## config.mk

```make
export PLATFORM = sky130hd
export DESIGN_NAME = ordered_array_table
export DESIGN_NICKNAME = d
export VERILOG_FILES = /design/src/hw/rtl/oat_pkg.sv /design/src/hw/rtl/ordered_array_table.sv /design/src/hw/rtl/oat_cell.sv
export SDC_FILE = /design/constraint.sdc
export NUM_CORES = 2
export LEC_CHECK = 0
export BUFFER_PORTS_ARGS = -buffer_cell sky130_fd_sc_hd__buf_2
export CORE_MARGIN = 2
export CORE_UTILIZATION = 45
export DETAILED_ROUTE_END_ITERATION = 8
export PLACE_DENSITY = 0.65
export SLEW_MARGIN = 5
export SYNTH_ARGS = -nofsm -noshare
export SYNTH_HDL_FRONTEND = slang
export SYNTH_SLANG_ARGS = --single-unit
```

## constraint.sdc

```tcl
create_clock -name clk -period 7.6 [get_ports clk]
set_input_delay 0.38 -clock clk [delete_from_list [all_inputs] [get_ports clk]]
set_output_delay 0.38 -clock clk [all_outputs]
set_load 0.005 [all_outputs]
```

## src/hw/rtl/oat_pkg.sv

```systemverilog
// Shared types and codes for the ordered array table.
package oat_pkg;

    localparam int unsigned DATA_W   = 32;
    localparam int unsigned REQ_W    = 2;
    localparam int unsigned POS_W    = 6;
    localparam int unsigned STATUS_W = 2;
    localparam int unsigned FIDX_W   = 5;
    localparam int unsigned COUNT_W  = 6;

    localparam logic [REQ_W-1:0] REQ_INSERT = 2'd0;
    localparam logic [REQ_W-1:0] REQ_DELETE = 2'd1;
    localparam logic [REQ_W-1:0] REQ_SEARCH = 2'd2;

    localparam logic [STATUS_W-1:0] ST_OK        = 2'd0;
    localparam logic [STATUS_W-1:0] ST_NOT_FOUND = 2'd1;
    localparam logic [STATUS_W-1:0] ST_FULL      = 2'd2;
    localparam logic [STATUS_W-1:0] ST_BAD_POS   = 2'd3;

    typedef enum logic [3:0] {
        CELL_HOLD = 4'b0001,
        CELL_CMP  = 4'b0010,
        CELL_INS  = 4'b0100,
        CELL_DEL  = 4'b1000
    } cell_op_t;

    typedef enum logic [2:0] {
        S_IDLE = 3'b001,
        S_CMP  = 3'b010,
        S_UPD  = 3'b100
    } state_t;

    typedef struct packed {
        cell_op_t          op;
        logic [DATA_W-1:0] key;
    } cell_cmd_t;

endpackage

```

## src/hw/rtl/ordered_array_table.sv

```systemverilog
// Top level of the ordered array table: request sequencer and a row of table cells.
// Results are registered at the end of the update state, which follows the compare state, and show with done high.
// A new request is taken only while idle; busy covers the compare state and the update state.
// The compare pass registers a match bit in every cell; the update pass runs the first-match
// chain along the row and shifts the entries in the same cycle.
// Reset clears the count and control; entries stay undefined until written. No output stall.
module ordered_array_table
    import oat_pkg::*;
#(
    parameter int unsigned CAPACITY = 32
)
(
    input  logic                clk,
    input  logic                rst_n,
    input  logic                start,
    output logic                busy,
    input  logic [REQ_W-1:0]    req_type,
    input  logic [DATA_W-1:0]   value,
    input  logic [POS_W-1:0]    position,
    output logic                done,
    output logic [STATUS_W-1:0] status,
    output logic [FIDX_W-1:0]   found_index,
    output logic [COUNT_W-1:0]  element_count
);

    localparam int unsigned IDX_W = (CAPACITY > 1) ? $clog2(CAPACITY) : 1;
    localparam int unsigned CNT_W = $clog2(CAPACITY + 1);
    localparam int unsigned CMP_W = (CNT_W > POS_W) ? CNT_W : POS_W;
    localparam logic [CNT_W-1:0] FULL_COUNT = CNT_W'(CAPACITY);

    // Control state
    state_t              state_reg;
    state_t              state_next;
    logic [CNT_W-1:0]    count_reg;
    logic [CNT_W-1:0]    count_next;
    logic                done_reg;
    logic                done_next;

    // Request held for the duration of the item
    logic [REQ_W-1:0]    req_reg;
    logic [DATA_W-1:0]   key_reg;
    logic [POS_W-1:0]    pos_reg;

    // Result registers
    logic [STATUS_W-1:0] status_reg;
    logic [STATUS_W-1:0] status_next;
    logic [FIDX_W-1:0]   fidx_reg;
    logic [FIDX_W-1:0]   fidx_next;
    logic [COUNT_W-1:0]  ecount_reg;
    logic [COUNT_W-1:0]  ecount_next;

    // Row wiring
    cell_cmd_t           cmd;
    logic [CMP_W-1:0]    pos_ext;
    logic [CMP_W-1:0]    count_ext;
    logic [DATA_W-1:0]   cell_data [CAPACITY];
    logic [CAPACITY:0]   seen;
    logic [CAPACITY-1:0] first;
    logic [IDX_W-1:0]    match_idx;
    logic                found;
    logic                is_full;
    logic                bad_pos;
    logic                accept;

    assign accept    = start & ~busy;
    assign busy      = (state_reg != S_IDLE);
    assign pos_ext   = CMP_W'(pos_reg);
    assign count_ext = CMP_W'(count_reg);
    assign seen[0]   = 1'b0;
    assign found     = seen[CAPACITY];
    assign is_full   = (count_reg == FULL_COUNT);
    assign bad_pos   = (pos_ext > count_ext);

    // Encode the one-hot first match into an index
    always_comb
    begin
        match_idx = '0;
        for (int k = 0; k < CAPACITY; k++)
        begin
            if (first[k])
            begin
                match_idx = match_idx | IDX_W'(k);
            end
        end
    end

    // Sequence the item and decide what the row does
    always_comb
    begin
        state_next  = state_reg;
        count_next  = count_reg;
        done_next   = 1'b0;
        status_next = status_reg;
        fidx_next   = fidx_reg;
        ecount_next = ecount_reg;
        cmd.op      = CELL_HOLD;
        cmd.key     = key_reg;
        case (state_reg)
            S_IDLE:
            begin
                if (accept)
                begin
                    state_next = S_CMP;
                end
            end
            S_CMP:
            begin
                // register one match bit per cell
                cmd.op     = CELL_CMP;
                state_next = S_UPD;
            end
            S_UPD:
            begin
                status_next = ST_OK;
                fidx_next   = '0;
                case (req_reg)
                    REQ_INSERT:
                    begin
                        if (is_full)
                        begin
                            status_next = ST_FULL;
                        end
                        else if (bad_pos)
                        begin
                            status_next = ST_BAD_POS;
                        end
                        else
                        begin
                            cmd.op     = CELL_INS;
                            count_next = count_reg + CNT_W'(1);
                        end
                    end
                    REQ_DELETE:
                    begin
                        if (found)
                        begin
                            cmd.op     = CELL_DEL;
                            fidx_next  = FIDX_W'(match_idx);
                            count_next = count_reg - CNT_W'(1);
                        end
                        else
                        begin
                            status_next = ST_NOT_FOUND;
                        end
                    end
                    REQ_SEARCH:
                    begin
                        if (found)
                        begin
                            fidx_next = FIDX_W'(match_idx);
                        end
                        else
                        begin
                            status_next = ST_NOT_FOUND;
                        end
                    end
                    default:
                    begin
                        // meaningless request: report ok, change nothing
                        status_next = ST_OK;
                    end
                endcase
                ecount_next = COUNT_W'(count_next);
                done_next   = 1'b1;
                state_next  = S_IDLE;
            end
            default:
            begin
                state_next = S_IDLE;
            end
        endcase
    end

    always_ff @(posedge clk or negedge rst_n)
    begin
        if (!rst_n)
        begin
            state_reg <= S_IDLE;
            count_reg <= '0;
            done_reg  <= 1'b0;
        end
        else
        begin
            state_reg <= state_next;
            count_reg <= count_next;
            done_reg  <= done_next;
        end
    end

    // Hold the request and the result; no reset needed on payload
    always_ff @(posedge clk)
    begin
        if (accept)
        begin
            req_reg <= req_type;
            key_reg <= value;
            pos_reg <= position;
        end
        status_reg <= status_next;
        fidx_reg   <= fidx_next;
        ecount_reg <= ecount_next;
    end

    // Row of cells; each passes its entry to both neighbors and the match chain to the right
    for (genvar k = 0; k < CAPACITY; k++)
    begin : g_cell
        logic [DATA_W-1:0] left_d;
        logic [DATA_W-1:0] right_d;

        if (k == 0)
        begin : g_first
            assign left_d = '0;
        end
        else
        begin : g_left
            assign left_d = cell_data[k-1];
        end

        if (k == CAPACITY - 1)
        begin : g_last
            assign right_d = '0;
        end
        else
        begin : g_right
            assign right_d = cell_data[k+1];
        end

        oat_cell #(
            .CMP_W (CMP_W),
            .INDEX (k)
        ) u_cell (
            .clk        (clk),
            .cmd        (cmd),
            .pos        (pos_ext),
            .count      (count_ext),
            .left_data  (left_d),
            .right_data (right_d),
            .seen_in    (seen[k]),
            .data       (cell_data[k]),
            .seen_out   (seen[k+1]),
            .first      (first[k])
        );
    end

    assign done          = done_reg;
    assign status        = status_reg;
    assign found_index   = fidx_reg;
    assign element_count = ecount_reg;

endmodule

```

## src/hw/rtl/oat_cell.sv

```systemverilog
// One slot of the table: holds an entry, compares it and shifts with its neighbors.
module oat_cell
    import oat_pkg::*;
#(
    parameter int unsigned CMP_W = 6,
    parameter int unsigned INDEX = 0
)
(
    input  logic              clk,
    input  cell_cmd_t         cmd,
    input  logic [CMP_W-1:0]  pos,
    input  logic [CMP_W-1:0]  count,
    input  logic [DATA_W-1:0] left_data,
    input  logic [DATA_W-1:0] right_data,
    input  logic              seen_in,
    output logic [DATA_W-1:0] data,
    output logic              seen_out,
    output logic              first
);

    localparam logic [CMP_W-1:0] MY_IDX = CMP_W'(INDEX);

    logic [DATA_W-1:0] data_reg;
    logic [DATA_W-1:0] data_next;
    logic              match_reg;
    logic              match_next;

    always_comb
    begin
        data_next  = data_reg;
        match_next = match_reg;
        case (cmd.op)
            CELL_CMP:
            begin
                match_next = (data_reg == cmd.key) && (MY_IDX < count);
            end
            CELL_INS:
            begin
                if (MY_IDX == pos)
                begin
                    data_next = cmd.key;
                end
                else if (MY_IDX > pos && MY_IDX <= count)
                begin
                    data_next = left_data;
                end
            end
            CELL_DEL:
            begin
                // close the gap: every slot from the first match on takes its right neighbor
                if (seen_out)
                begin
                    data_next = right_data;
                end
            end
            default:
            begin
                data_next = data_reg;
            end
        endcase
    end

    always_ff @(posedge clk)
    begin
        data_reg  <= data_next;
        match_reg <= match_next;
    end

    assign data     = data_reg;
    assign first    = match_reg & ~seen_in;
    assign seen_out = match_reg | seen_in;

endmodule
```

==> qor.txt <==
# nets final = 6445
post-synth top area share = 48.5%
total number of vias = 53100
EDFF count, synth = 1109
global route total overflow = 0
Max VDD drop = 210 µV
Chip Width = 395 µm
Core Util, Final = 49.7%
worst reg-to-reg path cell count = 8
filler cell count = 13800
register area share after synthesis = 48.9%
relative slew slack = 19.7%
Non-Filler Instances = 8516
Die Y-Extent = 395 µm
Site Rows = 143
synthesis-stage register bit count = 1119
Largest register FFs = 1024
Avg Inst Size Synth = 10.4 µm²
Worst Path Required = 8.09 ns
power per cell area = 233 mW/mm²
CTS Hold Bufs = 44
post-synthesis instance area = 0.0687 mm²
syn nets = 6661
synth top area cells = edfxtp_1 (48%), mux2i_1 (14%), xor2_1 (8.3%), o21ai_1 (6.5%), nand2_1 (6.3%)
Layout area overhead = 9.72%
Worst Tran Pin Value = 1.20 ns
placed cells = 8243
CP max stage delay = 0.78 ns
Mapped Cells = 6605
share of post-route cells with drive strength above 1 = 6.96%
Levels on crit path = 8
Die Area = 0.156 mm²
H-tree levels = 4
RSZ-0062 raised after global routing = false
vias per std cell = 6.24
leading area contributor after synthesis = edfxtp_1
number of setup buffers added after CTS = 0
CORE AREA = 0.152 mm²
Hold Slack = 0.295 ns
Cell variety after synth = 77
Clock Sink Count = 1119
FFs w/ async S/R, synth = 0.894%
clock slew at reported path FFs = 0.06 ns
clock skew = 0.0340 ns
DP Area = 0.0709 mm²
initial drt markers = 8424
number of global-route vias before repair = 50200
routed length per instance = 28.6 µm
DRC = 0
Synth top cells by count = nand2_1 (1159), edfxtp_1 (1109), mux2i_1 (961)
clock latency on the worst-skew pair = 0.80 ns
final hold vios = 0
largest net degree at the start of global routing = 278
design area = 0.0754 mm²
outcome = finished clean
Crit path arrival time = 5.27 ns
dominant synthesized flop cell = edfxtp_1
antenna violations before repair = 4
Hold Path Class = input pin to register
Max clock buf depth = 3
IO Count = 58
clock buffer count from CTS = 130
CP max FO = 277
antenna viol nets, final = 0
slowest CP cell = o21a_4
critical-path cell list = inv_1, ha_1, nand2_1, nor2_1, o21a_4, buf_4, buf_12, o21ai_0
CTS-repair resized insts = 0
setup_tns = 0 ns
routability cong. = 1.03
Initial Util = 45.3%
DP HPWL = 164 mm
GR Util All Layers = 30.4%
crit path launch type = register
Detailed Routing Iterations Pass 1 = 6
Pins Over Slew Limit = 0
final wirelength = 244 mm
first-pass GRT wire length = 352 mm
fin crit share = 62.8%
Critical Path End Type = register
most frequent cell after synthesis = nand2_1
input/output buffers = 57
clock root cell = clkbuf_16
CTS tree = yes
Crit Path Class = register to register
Min-Delay Path Depth = 2
Synthesis Warnings = 0
min cycle time layout = 4.77 ns
P_leak = 28.7 nW
Setup Viol. Count Final = 0
Worst R2R Setup Slack = 2.83 ns
Crit path max-delay family = buffers and inverters
maxcap violations = 0
fmax = 209 MHz
worst path bufs/invs = 3
==> routing by layer <==
layer / GRT usage (%) / part of all wire [%] / up-vias
met5: 0 / 0.011 / -
met4: 11.1 / 3.7 / 4
met3: 7.98 / 13 / 493
met2: 42.2 / 41 / 3421
met1: 45.2 / 42 / 26000
li1: - / - / 23200
==> where the power goes <==
| group | leakage, nW | internal [mW] | switching [mW] |
|---|---|---|---|
| registers | 10.1 | 7.01 | 0.224 |
| logic | 16.6 | 1.27 | 3.00 |
| clock network | 1.95 | 3.42 | 2.67 |
| total | 28.7 | 11.7 | 5.89 |
==> layout make-up <==
class	instances	area, µm²	share of cell area [%]
Timing Repair Buffer	235	2090	2.77
Clock inverter	61	483	0.641
Antenna cell	2	5.00	0.00664
Inverter	24	90.1	0.120
Multi-Input combinational cell	4879	33100	43.9
Sequential cell	1119	33600	44.5
Clock buffer	166	3490	4.64
Tap cell	2030	2540	3.37
==> metrics by stage <==
step	worst slack [ns]	total power, mW
floorplan	2.31	9.84
global placement	3.08	11.4
detailed placement	2.96	11.4
CTS	2.97	17.5
global route	2.49	18.0
finish	2.83	17.6
==> cells by family after synthesis <==
family,synth area share (%)
mux,14.0
flops,48.9
xor+xnor,13.1
buf+inv,3.70
compound gates,9.10
fa+ha+maj,0.237
simple gates,11.0
==> cells in the final DEF (no fill, tap or decap), types with 29 or more instances in the layout <==
cell type | Yosys | layout
a21oi_1 | 53 | 51
buf_12 | 0 | 29
buf_2 | 120 | 59
buf_4 | 2 | 103
clkbuf_1 | 398 | 31
clkbuf_16 | 0 | 135
dlygate4sd3_1 | 0 | 44
edfxtp_1 | 1109 | 1109
mux2i_1 | 961 | 961
nand2_1 | 1159 | 1138
nand3_1 | 77 | 73
nand4_1 | 123 | 123
nor2_1 | 61 | 58
nor3_1 | 40 | 36
nor4_1 | 189 | 189
o21ai_0 | 106 | 105
o21ai_1 | 887 | 886
xnor2_1 | 378 | 378
xor2_1 | 647 | 647
==> final timing paths <==
kind	from	end
max reg2reg	req_reg[1]$_DFFE_PP_	g_cell[30].u_cell.data[20]$_DFFE_PP_
min in group asynchronous	rst_n	count_ext[3]$_DFFE_PN0P_
min reg2reg	state_reg[2]$_DFFE_PN0P_	state_reg[2]$_DFFE_PN0P_
max in group asynchronous	rst_n	count_ext[2]$_DFFE_PN0P_
max	req_reg[1]$_DFFE_PP_	g_cell[30].u_cell.data[20]$_DFFE_PP_
min	value[10]	key_reg[10]$_DFFE_PP_
Power figures use the tool's default switching activity.
